**config.mk**
```make
export PLATFORM = sky130hd
export DESIGN_NAME = positional_insert_shift_queue_top_flat
export DESIGN_NICKNAME = d
export VERILOG_FILES = /design/src/hw/rtl/psiq_pkg.sv /design/src/hw/rtl/psiq_if.sv /design/src/hw/rtl/psiq_cell.sv /design/src/hw/rtl/positional_insert_shift_queue_top.sv /design/src/flat_wrapper.sv
export SDC_FILE = /design/constraint.sdc
export NUM_CORES = 1
export LEC_CHECK = 0
export BUFFER_PORTS_ARGS = -buffer_cell sky130_fd_sc_hd__buf_2
export CORE_ASPECT_RATIO = 1.4
export CORE_UTILIZATION = 45
export CTS_BUF_LIST = sky130_fd_sc_hd__clkbuf_8
export CTS_CLUSTER_SIZE = 40
export DETAILED_ROUTE_END_ITERATION = 7
export PLACE_DENSITY = 0.64
export RECOVER_POWER = 25
export REMOVE_ABC_BUFFERS = 1
export SETUP_SLACK_MARGIN = 0.1
export SLEW_MARGIN = 10
export SYNTH_ARGS = -nofsm -noshare
export SYNTH_HDL_FRONTEND = slang
export SYNTH_SLANG_ARGS = --single-unit
```
**constraint.sdc**
```tcl
create_clock -name clk -period 4.7 [get_ports clk]
set_input_delay 0.94 -clock clk [delete_from_list [all_inputs] [get_ports clk]]
set_output_delay 0.94 -clock clk [all_outputs]
set_load 0.01 [all_outputs]
```
**src/hw/rtl/psiq_pkg.sv**
```systemverilog
`timescale 1ns / 1ps
// ----------------------------------------------------------------------------
// psiq_pkg
// Shared types and constants for the positional insert shift queue.
// ----------------------------------------------------------------------------
package psiq_pkg;

  // Default number of slots in the queue.
  localparam int unsigned DEFAULT_DEPTH = 16;

  // Fixed field widths of the transaction payloads.
  localparam int unsigned NAME_W = 8;
  localparam int unsigned POS_W  = 5;
  localparam int unsigned OCC_W  = 5;

  // Operation codes on the request channel.
  typedef enum logic [1:0] {
    OP_APPEND = 2'd0,
    OP_DELETE = 2'd1,
    OP_INSERT = 2'd2,
    OP_NOP    = 2'd3
  } psiq_op_t;

  // Status codes on the response channel.
  typedef enum logic [1:0] {
    ST_DONE  = 2'd0,
    ST_FULL  = 2'd1,
    ST_EMPTY = 2'd2
  } psiq_status_t;

  // Control broadcast from the top level to every slot cell.
  typedef struct packed {
    logic              ins;   // Insert: cells at or above the index move up.
    logic              del;   // Delete head: every cell takes its upper neighbor.
    logic [NAME_W-1:0] name;  // Name loaded into the cell at the insert index.
  } psiq_ctl_t;

endpackage

```
**src/hw/rtl/psiq_if.sv**
```systemverilog
`timescale 1ns / 1ps
// ----------------------------------------------------------------------------
// psiq_req_if / psiq_rsp_if
// Valid/ready channels for queue requests and queue responses.
// ----------------------------------------------------------------------------
interface psiq_req_if
  import psiq_pkg::*;
();
  logic              valid;
  logic              ready;
  logic [1:0]        operation;
  logic [NAME_W-1:0] name_byte;
  logic [POS_W-1:0]  position;

  modport source (output valid, output operation, output name_byte, output position,
                  input ready);
  modport sink   (input valid, input operation, input name_byte, input position,
                  output ready);
endinterface

interface psiq_rsp_if
  import psiq_pkg::*;
();
  logic              valid;
  logic              ready;
  logic [1:0]        status;
  logic [OCC_W-1:0]  occupancy;
  logic              head_valid;
  logic [NAME_W-1:0] head_name;

  modport source (output valid, output status, output occupancy, output head_valid,
                  output head_name, input ready);
  modport sink   (input valid, input status, input occupancy, input head_valid,
                  input head_name, output ready);
endinterface

```
**src/hw/rtl/psiq_cell.sv**
```systemverilog
`timescale 1ns / 1ps
// ----------------------------------------------------------------------------
// psiq_cell
// One queue slot: holds, loads a new name, or takes a neighbor's name.
// ----------------------------------------------------------------------------
module psiq_cell
  import psiq_pkg::*;
#(
  parameter int unsigned IDX = 0,
  parameter int unsigned IW  = 4
) (
  input  logic              clk,
  input  psiq_ctl_t         ctl,
  input  logic [IW-1:0]     ins_idx,
  input  logic [NAME_W-1:0] lower_val,
  input  logic [NAME_W-1:0] upper_val,
  output logic [NAME_W-1:0] val
);

  localparam logic [IW-1:0] MY_IDX = IW'(IDX);

  logic [NAME_W-1:0] val_next;

  // Pick the next slot content from the broadcast control.
  always_comb begin
    val_next = val;
    if (ctl.ins) begin
      if (MY_IDX > ins_idx) begin
        val_next = lower_val;
      end else if (MY_IDX == ins_idx) begin
        val_next = ctl.name;
      end
    end else if (ctl.del) begin
      val_next = upper_val;
    end
  end

  // Slot storage carries payload only and needs no reset.
  always_ff @(posedge clk) begin
    val <= val_next;
  end

endmodule

```
**src/hw/rtl/positional_insert_shift_queue_top.sv**
```systemverilog
`timescale 1ns / 1ps
// Response: offered in the cycle after its request transaction is accepted.
// Throughput: one request per cycle while responses are taken at once; a response
// that waits holds off the next request until it is taken.
// Reset: synchronous rst empties the queue (count zero) and drops any pending
// response; slot contents are left as they are and are never read while empty.
// ----------------------------------------------------------------------------
// positional_insert_shift_queue_top
// Fixed-depth name queue built from a chain of slot cells with positional insert.
// ----------------------------------------------------------------------------
module positional_insert_shift_queue_top
  import psiq_pkg::*;
#(
  parameter int unsigned DEPTH = DEFAULT_DEPTH
) (
  input  logic        clk,
  input  logic        rst,
  psiq_req_if.sink    req,
  psiq_rsp_if.source  rsp
);

  localparam int unsigned CW = $clog2(DEPTH + 1);
  localparam int unsigned IW = $clog2(DEPTH);

  logic [CW-1:0]     count;
  logic [CW-1:0]     count_next;
  logic              rsp_valid;
  psiq_status_t      status;
  psiq_status_t      status_next;
  psiq_ctl_t         ctl;
  logic [IW-1:0]     ins_idx;
  logic              accept;
  logic              full;
  logic              empty;
  logic [POS_W-1:0]  pos_m1;
  logic [31:0]       pos_ext;
  logic [31:0]       cnt_ext;
  logic [31:0]       sel_ext;
  logic [NAME_W-1:0] slot_val [DEPTH];

  assign accept    = req.valid & req.ready;
  assign req.ready = ~rsp_valid | rsp.ready;
  assign full      = (count == CW'(DEPTH));
  assign empty     = (count == '0);

  // Insert index: position zero maps to the head, anything past the tail appends.
  assign pos_m1  = (req.position == '0) ? '0 : req.position - POS_W'(1);
  assign pos_ext = 32'(pos_m1);
  assign cnt_ext = 32'(count);
  assign sel_ext = (req.operation == OP_APPEND || pos_ext > cnt_ext) ? cnt_ext : pos_ext;
  assign ins_idx = sel_ext[IW-1:0];

  // Decode the request into the cell control and the new count.
  always_comb begin
    ctl.ins     = 1'b0;
    ctl.del     = 1'b0;
    ctl.name    = req.name_byte;
    count_next  = count;
    status_next = ST_DONE;
    case (psiq_op_t'(req.operation))
      OP_APPEND, OP_INSERT: begin
        if (full) begin
          status_next = ST_FULL;
        end else begin
          ctl.ins    = accept;
          count_next = count + CW'(1);
        end
      end
      OP_DELETE: begin
        if (empty) begin
          status_next = ST_EMPTY;
        end else begin
          ctl.del    = accept;
          count_next = count - CW'(1);
        end
      end
      default: begin
        status_next = ST_DONE;
      end
    endcase
  end

  // Chain of slot cells; each cell sees both neighbors.
  for (genvar i = 0; i < DEPTH; i++) begin : g_cell
    logic [NAME_W-1:0] lower;
    logic [NAME_W-1:0] upper;
    if (i == 0) begin : g_first
      assign lower = '0;
    end else begin : g_mid_lo
      assign lower = slot_val[i-1];
    end
    if (i == DEPTH - 1) begin : g_last
      assign upper = '0;
    end else begin : g_mid_hi
      assign upper = slot_val[i+1];
    end
    psiq_cell #(
      .IDX (i),
      .IW  (IW)
    ) u_cell (
      .clk       (clk),
      .ctl       (ctl),
      .ins_idx   (ins_idx),
      .lower_val (lower),
      .upper_val (upper),
      .val       (slot_val[i])
    );
  end

  // Count and response register.
  always_ff @(posedge clk) begin
    if (rst) begin
      count     <= '0;
      rsp_valid <= 1'b0;
      status    <= ST_DONE;
    end else begin
      if (accept) begin
        count     <= count_next;
        rsp_valid <= 1'b1;
        status    <= status_next;
      end else if (rsp.ready) begin
        rsp_valid <= 1'b0;
      end
    end
  end

  // State changes only on an accepted request, so the response reads it live.
  assign rsp.valid      = rsp_valid;
  assign rsp.status     = status;
  assign rsp.occupancy  = cnt_ext[OCC_W-1:0];
  assign rsp.head_valid = ~empty;
  assign rsp.head_name  = empty ? '0 : slot_val[0];

endmodule

```
**src/flat_wrapper.sv**
```systemverilog
// flat-port wrapper written by rule: the top's interface ports become plain ports
module positional_insert_shift_queue_top_flat import psiq_pkg::*;
#(
  parameter int unsigned DEPTH = DEFAULT_DEPTH
)
  (clk, rst, req_valid, req_operation, req_name_byte, req_position, req_ready, rsp_valid, rsp_status, rsp_occupancy, rsp_head_valid, rsp_head_name, rsp_ready);
  psiq_req_if req_i ();
  psiq_rsp_if rsp_i ();
  input  logic clk;
  input  logic rst;
  input wire logic [$bits(req_i.valid)-1:0] req_valid;
  input wire logic [$bits(req_i.operation)-1:0] req_operation;
  input wire logic [$bits(req_i.name_byte)-1:0] req_name_byte;
  input wire logic [$bits(req_i.position)-1:0] req_position;
  output wire logic [$bits(req_i.ready)-1:0] req_ready;
  output wire logic [$bits(rsp_i.valid)-1:0] rsp_valid;
  output wire logic [$bits(rsp_i.status)-1:0] rsp_status;
  output wire logic [$bits(rsp_i.occupancy)-1:0] rsp_occupancy;
  output wire logic [$bits(rsp_i.head_valid)-1:0] rsp_head_valid;
  output wire logic [$bits(rsp_i.head_name)-1:0] rsp_head_name;
  input wire logic [$bits(rsp_i.ready)-1:0] rsp_ready;
  assign req_i.valid = req_valid;
  assign req_i.operation = req_operation;
  assign req_i.name_byte = req_name_byte;
  assign req_i.position = req_position;
  assign req_ready = req_i.ready;
  assign rsp_valid = rsp_i.valid;
  assign rsp_status = rsp_i.status;
  assign rsp_occupancy = rsp_i.occupancy;
  assign rsp_head_valid = rsp_i.head_valid;
  assign rsp_head_name = rsp_i.head_name;
  assign rsp_i.ready = rsp_ready;
  positional_insert_shift_queue_top #(.DEPTH(DEPTH)) u_core (.clk(clk), .rst(rst), .req(req_i), .rsp(rsp_i));
endmodule
```
==> load_flow_metrics.sql <==
INSERT INTO impl_metrics (metric_group, metric, value, unit) VALUES
('drt', 'first_pass_iters', '7', ''),
('cts', 'cts_root_buf', 'sky130_fd_sc_hd__clkbuf_8', ''),
('place', 'place_hpwl', '17630', 'microns'),
('final_layout', 'net_count_reported_at_finish', '920', ''),
('drt', 'drt_first_iter_violations', '602', ''),
('cts', 'clk_latency', '450', 'ps'),
('die', 'core_area', '18140', 'sq um'),
('synthesis', 'synth_top_area_cell', 'sky130_fd_sc_hd__edfxtp_1', ''),
('final_layout', 'antenna_cells', '0', ''),
('synthesis', 'ys_seq_elements', '136', ''),
('place', 'finalWeightedCongestion', '0.9807', ''),
('drt', 'routed_length_per_placed_instance', '22.25', 'microns'),
('cts', 'ctsHoldBuffers', '0', ''),
('final_layout', 'finalCoreUtilization', '50.84', '%'),
('setup_path', 'cp_max_fo', '19', ''),
('power', 'pwr_density_cell', '365.9', 'nW/um^2'),
('hold_path', 'hold_class', 'reg -> reg', ''),
('synthesis', 'share_of_the_synthesized_area_in_the_top_cell_type', '45.48', '%'),
('die', 'die_h', '164.2', 'microns'),
('cts', 'post_cts_setup_buffers', '0', ''),
('cts', 'cts.sink_count', '136', ''),
('power', 'power.leakage', '3.429', 'nW'),
('final_layout', 'final_design_area_no_fill', '9224', 'sq um'),
('synthesis', 'synth_most_common_cell', 'sky130_fd_sc_hd__edfxtp_1', ''),
('setup_path', 'cp.required', '4990', 'ps'),
('die', 'floorplan.die.width', '117.8', 'microns'),
('power', 'vdd_drop_max', '161.2', 'uV'),
('sta', 'hold_violations', '0', ''),
('die', 'floorplan.initialDensity', '46.59', '%'),
('sta', 'worst_slew_pin_slew', '1172', 'ps'),
('synthesis', 'yosys_most_used_dff', 'sky130_fd_sc_hd__edfxtp_1', ''),
('drt', 'detail_route.wirelength', '25450', 'microns'),
('global_route', 'first_global_vias', '6923', ''),
('synthesis', 'netlist_area', '8452', 'sq um'),
('cts', 'cts.reportedPaths.clkPinSlew', '80', 'ps'),
('cts', 'cts_buffer_depth', '2', ''),
('sta', 'timing.fmax', '0.2333', 'GHz'),
('die', 'floorplan.io_pins', '37', ''),
('sta', 'layout_worst_path_cycle_share', '91.22', '%'),
('global_route', 'globalRoute.totalOverflow', '0', ''),
('global_route', 'grt_busiest_layer', 'met2', ''),
('synthesis', 'syn_area_per_cell', '9.670', 'sq um'),
('synthesis', 'most_numerous_cell_types_in_the_synthesized_netlist', '128 x sky130_fd_sc_hd__edfxtp_1, 105 x sky130_fd_sc_hd__a21oi_1, 95 x sky130_fd_sc_hd__nor2_1, 85 x sky130_fd_sc_hd__o21ai_0, 67 x sky130_fd_sc_hd__mux2i_1', ''),
('synthesis', 'synth-edff-count', '128', ''),
('setup_path', 'worstSetupEndpointType', 'flip-flop', ''),
('drt', 'route.detailed.drc', '0', ''),
('synthesis', 'synth_top_cells_by_area', 'sky130_fd_sc_hd__edfxtp_1 45%, sky130_fd_sc_hd__mux2i_1 7.9%, sky130_fd_sc_hd__a21oi_1 6.2%, sky130_fd_sc_hd__o21ai_0 5.0%, sky130_fd_sc_hd__nor2_1 4.2%', ''),
('flow_run', 'cap_viol_max_count', '0', ''),
('setup_path', 'timing.critical_path.arrival', '4570', 'ps'),
('status', 'outcome', 'completed', ''),
('setup_path', 'startpoint_type', 'input port', ''),
('cts', 'cts_htree_levels', '4', ''),
('synthesis', 'netlist_instances', '874', ''),
('global_route', 'grt_antenna_before_repair', '0', ''),
('synthesis', 'synth-warning-count', '0', ''),
('synthesis', 'postSynth.asyncResetShare', '0', '%'),
('place', 'placement.io_buffers', '36', ''),
('setup_path', 'crit_path_top_delay_cell', 'sky130_fd_sc_hd__clkbuf_1', ''),
('global_route', 'largest_net_degree_at_the_start_of_global_routing', '160', ''),
('final_layout', 'drive_gt1_share', '14.49', '%'),
('drt', 'detailroute.via_count', '6959', ''),
('global_route', 'groute.layer.met3.usage', '5.174', '%'),
('synthesis', 'yosysSeqAreaShare', '47.37', '%'),
('setup_path', 'critical_path.max_stage_delay', '660', 'ps'),
('sta', 'clock_skew', '11.73', 'ps'),
('sta', 'final_period_minus_worst_setup_slack', '4287', 'ps'),
('cts', 'tritoncts', 'yes', ''),
('place', 'placed_area', '8902', 'sq um'),
('synthesis', 'distinct_cells_synth', '61', ''),
('global_route', 'grt_pass1_wl', '39220', 'microns'),
('drt', 'vias_per_cell', '6.083', '');
## cell type report
type | count | area (sq um) | share of cell area (%)
clock inverters | 15 | 160.2 | 1.736
repair buffers | 71 | 407.9 | 4.422
multi-input cells | 652 | 4069 | 44.11
inverters | 13 | 48.80 | 0.5290
clock buffers | 17 | 234.0 | 2.537
well taps | 240 | 300.3 | 3.256
flip-flops and latches | 136 | 4004 | 43.41
## flip-flops by register name, indices dropped and copies added (netlist names)
register / cells
u_core.rsp.status: 2
u_core.rsp.occupancy: 5
u_core.rsp.valid: 1
u_core.g_cell.u_cell.val: 128
## worst min-delay path: cells and delay by family (launching register included)
family           cells  cell delay, ps
AND/OR/NAND/NOR      1              50
flip-flops           1             310
AO/OA/AOI/OAI        1              50
## power breakdown
group / leakage [nW] / internal [mW] / switching (mW) / total, mW
Sequential: 1.25 / 1.49 / 0.0835 / 1.58
Clock: 0.211 / 0.518 / 0.476 / 0.994
Combinational: 1.97 / 0.282 / 0.523 / 0.805
Total: 3.43 / 2.29 / 1.08 / 3.38
## stage by stage
stage	total power, mW	setup TNS [ps]	hold WS, ps	worst slack [ps]	cells
after detailed placement	2.412	0	450.0	40.95	1112
after CTS	3.398	0	461.4	481.8	1144
after floorplan	2.108	-137240	470.0	-1619	801
after global routing	3.522	0	490.7	183.3	1144
after global placement	2.402	0	440.3	105.9	1112
final	3.375	0	464.9	412.8	1144
## final timing paths
| path | startpoint | to | slack [ps] | depth (start not counted) |
|---|---|---|---|---|
| worst max-delay path | req_position[0] | u_core.g_cell[14].u_cell.val[2]$_DFFE_PP_ | 410 | 14 |
| worst min-delay path | u_core.rsp.status[1]$_SDFFE_PP0P_ | u_core.rsp.status[1]$_SDFFE_PP0P_ | 460 | 2 |
| worst max register to register | u_core.rsp.occupancy[2]$_SDFFE_PP0P_ | u_core.g_cell[2].u_cell.val[5]$_DFFE_PP_ | 580 | 6 |
| worst min register to register | u_core.rsp.status[1]$_SDFFE_PP0P_ | u_core.rsp.status[1]$_SDFFE_PP0P_ | 460 | 2 |
## layout by cell type (no fill, tap or decap), types with 17 or more instances in the layout
| cell | netlist | final |
|---|---|---|
| sky130_fd_sc_hd__nor2_1 | 95 | 95 |
| sky130_fd_sc_hd__o221a_2 | 18 | 18 |
| sky130_fd_sc_hd__nand2_1 | 66 | 67 |
| sky130_fd_sc_hd__buf_4 | 3 | 26 |
| sky130_fd_sc_hd__clkbuf_1 | 35 | 22 |
| sky130_fd_sc_hd__buf_2 | 23 | 20 |
| sky130_fd_sc_hd__edfxtp_1 | 128 | 128 |
| sky130_fd_sc_hd__nand2b_1 | 17 | 17 |
| sky130_fd_sc_hd__clkbuf_8 | 0 | 17 |
| sky130_fd_sc_hd__mux2i_1 | 67 | 67 |
| sky130_fd_sc_hd__a21oi_1 | 105 | 105 |
| sky130_fd_sc_hd__nand3_1 | 42 | 42 |
| sky130_fd_sc_hd__a31oi_1 | 41 | 41 |
| sky130_fd_sc_hd__o21ai_0 | 85 | 85 |
## metal layers
metal / up-vias / part of all wire, %
li1: 3304 / -
met1: 3355 / 39
met2: 249 / 51
met3: 51 / 5.2
met4: 0 / 4.8
met5: - / 0
## cell families after synthesis
group                      after synthesis  synth area share, %
muxes                                   77                9.430
DFF                                    136                47.37
adders and majority gates               10                1.569
and+or+nand+nor                        264                14.74
buffers and inverters                   86                4.293
xor gates and xnor gates                 4               0.4145
AOI/OAI and AO/OA                      297                22.18
Power figures use the tool's default switching activity.
